## config.mk

```make
export PLATFORM = sky130hd
export DESIGN_NAME = sds_cell
export DESIGN_NICKNAME = d
export VERILOG_FILES = /design/src/hw/rtl/sds_pkg.sv /design/src/hw/rtl/sds_cell.sv
export SDC_FILE = /design/constraint.sdc
export NUM_CORES = 1
export LEC_CHECK = 0
export BUFFER_PORTS_ARGS = -buffer_cell sky130_fd_sc_hd__clkbuf_2
export CORE_ASPECT_RATIO = 0.7
export CORE_MARGIN = 2
export CORE_UTILIZATION = 23
export DETAILED_ROUTE_END_ITERATION = 10
export GPL_ROUTABILITY_DRIVEN = 0
export SETUP_SLACK_MARGIN = 0.2
export SLEW_MARGIN = 20
export SYNTH_ARGS = -nofsm -noshare
export SYNTH_HDL_FRONTEND = slang
export SYNTH_SLANG_ARGS = --single-unit
```

## constraint.sdc

```tcl
create_clock -name clk_i -period 10.4 [get_ports clk_i]
set_input_delay 0.52 -clock clk_i [delete_from_list [all_inputs] [get_ports clk_i]]
set_output_delay 0.52 -clock clk_i [all_outputs]
set_load 0.005 [all_outputs]
```

## src/hw/rtl/sds_pkg.sv

```systemverilog
// Shared types and constants of the splat depth sorter.
package sds_pkg;

  // Store size and field widths
  localparam int unsigned SPLATS    = 256;
  localparam int unsigned OCC_W     = $clog2(SPLATS + 1);
  localparam int unsigned ID_W      = 24;
  localparam int unsigned DATA_W    = 32;
  localparam int unsigned PROD_W    = 2 * DATA_W;
  localparam int unsigned FRAC_W    = 16;
  localparam int unsigned SUM_W     = PROD_W + 2;
  localparam int unsigned CFG_IDX_W = 2;

  // Register indexes of the configuration port
  localparam logic [CFG_IDX_W-1:0] CFG_VIEW_ZX = 2'd0;
  localparam logic [CFG_IDX_W-1:0] CFG_VIEW_ZY = 2'd1;
  localparam logic [CFG_IDX_W-1:0] CFG_VIEW_ZZ = 2'd2;
  localparam logic [CFG_IDX_W-1:0] CFG_VIEW_ZT = 2'd3;

  // Reset values of the view matrix z row (zz is 1.0 in Q16.16)
  localparam logic [DATA_W-1:0] VIEW_ZZ_RESET = 32'h0001_0000;

  // Request type codes
  localparam logic REQ_INSERT = 1'b0;
  localparam logic REQ_DRAIN  = 1'b1;

  // One stored entry
  typedef struct packed {
    logic [DATA_W-1:0] depth;
    logic [ID_W-1:0]   id;
  } entry_t;

  // Command broadcast to every cell
  typedef struct packed {
    logic              ins;
    logic              drn;
    logic [DATA_W-1:0] key;
    logic [ID_W-1:0]   id;
  } cell_cmd_t;

  // View matrix z row
  typedef struct packed {
    logic [DATA_W-1:0] zx;
    logic [DATA_W-1:0] zy;
    logic [DATA_W-1:0] zz;
    logic [DATA_W-1:0] zt;
  } view_cfg_t;

  // Stage enables of the depth pipeline
  typedef struct packed {
    logic mul_en;
    logic add_en;
    logic sat_en;
  } depth_ctl_t;

endpackage

```

## src/hw/rtl/sds_cell.sv

```systemverilog
// One cell of the sorted chain: holds an entry and shifts it on insert or drain.
module sds_cell import sds_pkg::*; (
  input  logic      clk_i,
  input  cell_cmd_t cmd_i,
  input  logic      occupied_i,
  input  logic      left_gt_i,
  input  entry_t    left_i,
  input  entry_t    right_i,
  output logic      gt_o,
  output entry_t    entry_o
);

  entry_t entry_q, entry_d;

  // An empty cell counts as deeper than any key, ties stay in front
  assign gt_o = !occupied_i || ($signed(entry_q.depth) > $signed(cmd_i.key));

  // Take the new entry at the first deeper slot, shift the rest right
  always_comb begin
    entry_d = entry_q;
    if (cmd_i.ins && gt_o) begin
      if (left_gt_i) begin
        entry_d = left_i;
      end else begin
        entry_d.depth = cmd_i.key;
        entry_d.id    = cmd_i.id;
      end
    end else if (cmd_i.drn) begin
      entry_d = right_i;
    end
  end

  always_ff @(posedge clk_i) begin
    entry_q <= entry_d;
  end

  assign entry_o = entry_q;

endmodule

```

==> summary.md <==
| Metric | Value |
|---|---|
| Most frequent cells in the layout | clkbuf_2, edfxtp_1, mux2_2 |
| Post-Route Skew | about 0.0049 ns |
| # port buffers | 229 |
| Worst Setup Slack, final | between 6 and 7 ns |
| Die area | between 0.015 and 0.02 mm² |
| Hold path start | right_i[28] |
| Relative slew slack | between 30% and 40% |
| Clk pin slew, worst setup/hold paths | approximately 0.070 ns |
| Layout Area Growth over Synthesis | 38.5% |
| Max reg flops | between 50 and 60 |
| Multi-input logic area | 0.00204 mm² |
| Peak Freq | around 0.27 GHz |
| Slew Limit Fails | 0 |
| Final non-filler cell total | 790 |
| DR vias | roughly 3400 |
| CP arrival | around 3.8 ns |
| Total core area | approximately 0.016 mm² |
| Cell Count Post-Placement | 782 |
| WL per Instance | roughly 14 µm |
| Setup Crit Path Kind | reg2reg |
| P_leak | approximately 2.7 nW |
| Worst Path Max Fanout | 56 |
| CP required | between 10 and 15 ns |
| Seq/Total Area, Yosys | a little over two fifths |
| # IOs | 230 |
| Cells after synthesis | 341 |
| RSZ-0062 raised after global routing | no |
| Fin nets | 769 |
| Period minus WS final | approximately 3.7 ns |
| Residual DRC | 0 |
| Vias/cell | about 4.3 |
| GRT met1 Usage | between 10% and 20% |
| First-pass DRT Iterations | 6 |
| Cell area after synthesis | about 0.0039 mm² |
| Max Cap Violations | 0 |
| # clock sinks | 56 |
| CTS root buffer | clkbuf_16 |
| Die W | approximately 160 µm |
| Clk Latency, worst-skew pair | approximately 0.29 ns |
| Worst-margin pin slew | between 0.9 and 1 ns |
| Fill cell count | 1725 |
| Commonest non-fill, non-tap cell in the layout | clkbuf_2 |
| Clock Power Share | 20.7% |
| Crit path from | entry_o[55]$_DFFE_PP_ |
| Largest net degree at the start of global routing | just under 90 |
| Site row count | 39 |
| Post-synthesis average cell area | approximately 12 µm² |
| NetSw | 0.244 mW |
| CTS max path bufs | 2 |
| Combinational share of power | 37.3% |
| Initial DRC count | around 150 |
| Antenna viol nets, final | 0 |
| Post-CTS setup buffers | 0 |
| Worst vdd ir | around 0.061 mV |
| Gr ovfl total | 0 |
| Initial antenna violation count | 0 |
| Vias in the first global route | 3410 |
| Pre-CTS WS | 6.49 ns |
| Global-route wire length before repair | around 17 mm |
| Yosys warns | 0 |
| Critical Path Sink Type | register |
| Post_cts resized | 0 |
| Internal Power | 0.561 mW |
| Slowest cell delay on critical path | 0.77 ns |
| Cts hold-fix bufs | 0 |
| Met3 Resource Use GR | between 3 and 4% |
| Syn_nets | between 500 and 600 |
| # setup viols final | 0 |
| Detailed placement HPWL | between 9 and 10 mm |
| Fin crit share | 35.7% |
| Total CTS buffers | 5 |
| Setup TNS | 0 ns |
| Slowest stage cell, crit path | buf_4 |
| Total global routing track utilization | between 10% and 20% |
| Die H | 113 µm |
| Hold Fails Final Rpt | 0 |
| Register Area | approximately 0.0017 mm² |
| Sw frac | 30.3% |
| Top Usage Layer GRT | met2 |
| Post-synthesis cell type count | 28 |
| Antenna fix cells | 0 |
| Final hold slack | roughly 0.52 ns |
| Final wirelength | 11.3 mm |
| Met2 Use GR | around 20% |
| Run status | complete, no violations |
| Layout cells sized above 1 | around 57% |
| Hold Crit Class | in2reg |
| Overall Power | approximately 0.8 mW |
| Worst-path cell chain | ha_1 > nand4_1 > or4_1 > nor3_1 > o21ai_0 > o311ai_4 > buf_4 > mux2_2 |
| Cell Pwr Density | ~150 mW/mm² |
| CTS HTree Levels | 2 |
| CP Launch Type | register |
| Flop pwr share | 42.0% |
| CTS tree | done |
| Synth Register Bits | 56 |
| Starting density of the core | between 20% and 30% |
| Worst r2r src | entry_o[55]$_DFFE_PP_ |
==> path summary, 6_finish.rpt <==
check                     endpoint  slack (ns)  cells after the start
min reg2reg  entry_o[34]$_DFFE_PP_        1.58                      4
min          entry_o[28]$_DFFE_PP_        0.52                      2
max          entry_o[19]$_DFFE_PP_        6.68                      8
max reg2reg  entry_o[19]$_DFFE_PP_        6.68                      8
==> worst max-delay path, delay by kind of cell (launching register included) <==
family	cells	cell delay [ns]
DFF	1	0.39
AOI/OAI and AO/OA	2	0.32
adders and majority gates	1	0.44
buffers and inverters	1	0.77
muxes	1	0.43
and+or+nand+nor	3	1.07
==> cell usage after synthesis <==
library cell	n	share of area, %
a21oi_1	16	2.0
a21o_1	1	0.19
ha_1	32	10
nand2b_1	1	0.16
a221oi_1	1	0.22
or3_1	1	0.16
nand3_1	3	0.38
o21a_1	1	0.19
mux2_2	52	15
nor3_1	3	0.38
or2_1	1	0.16
o211ai_1	2	0.38
nor4_1	1	0.16
o21ai_0	36	4.6
clkbuf_1	10	0.96
or4_1	1	0.19
edfxtp_1	56	43
nor2b_1	1	0.16
nand2_1	40	3.8
buf_6	4	1.1
buf_2	2	0.25
a21bo_2	1	0.25
mux2_4	29	11
and3_1	1	0.16
inv_1	35	3.3
a2bb2oi_1	1	0.22
o311ai_1	1	0.22
nand4_1	8	1.3
==> cells by family (layout without fill, tap and decap cells) <==
family	after synthesis	after routing	share of synthesized area (%)
mux	81	81	26.0
simple gates	61	61	7.01
compound gates	60	60	8.31
flops	56	56	42.8
buf+inv	51	275	5.70
fa+ha+maj	32	32	10.2
==> layer usage <==
layer	vias up	part of all wire (%)
li1	1687	-
met1	1545	47
met2	127	45
met3	2	7.7
met4	0	0.35
met5	-	0
==> per-stage QoR <==
step                      area [µm²]  utilization, %
final                           5440            33.0
after global routing            5440            33.0
after CTS                       5440            33.0
after detailed placement        5300            32.2
after global placement          5300            32.2
after floorplan                 3930               -
==> power groups by stage <==
stage | Sequential [mW] | Clock (mW) | Combinational [mW]
after floorplan | 0.344 | 0 | 0.175
after global placement | 0.341 | 0 | 0.299
after detailed placement | 0.343 | 0 | 0.302
after CTS | 0.339 | 0.178 | 0.304
after global routing | 0.343 | 0.185 | 0.333
final | 0.338 | 0.167 | 0.300
==> layout make-up <==
| class | count | share of cell area, % |
|---|---|---|
| Clock inverter | 1 | 0.0690 |
| Inverter | 35 | 2.41 |
| Multi-Input combinational cell | 234 | 37.5 |
| Clock buffer | 7 | 2.44 |
| Timing Repair Buffer | 232 | 21.5 |
| Sequential cell | 56 | 30.9 |
| Tap cell | 225 | 5.17 |
No activity file was read; power rests on OpenSTA's default activity.
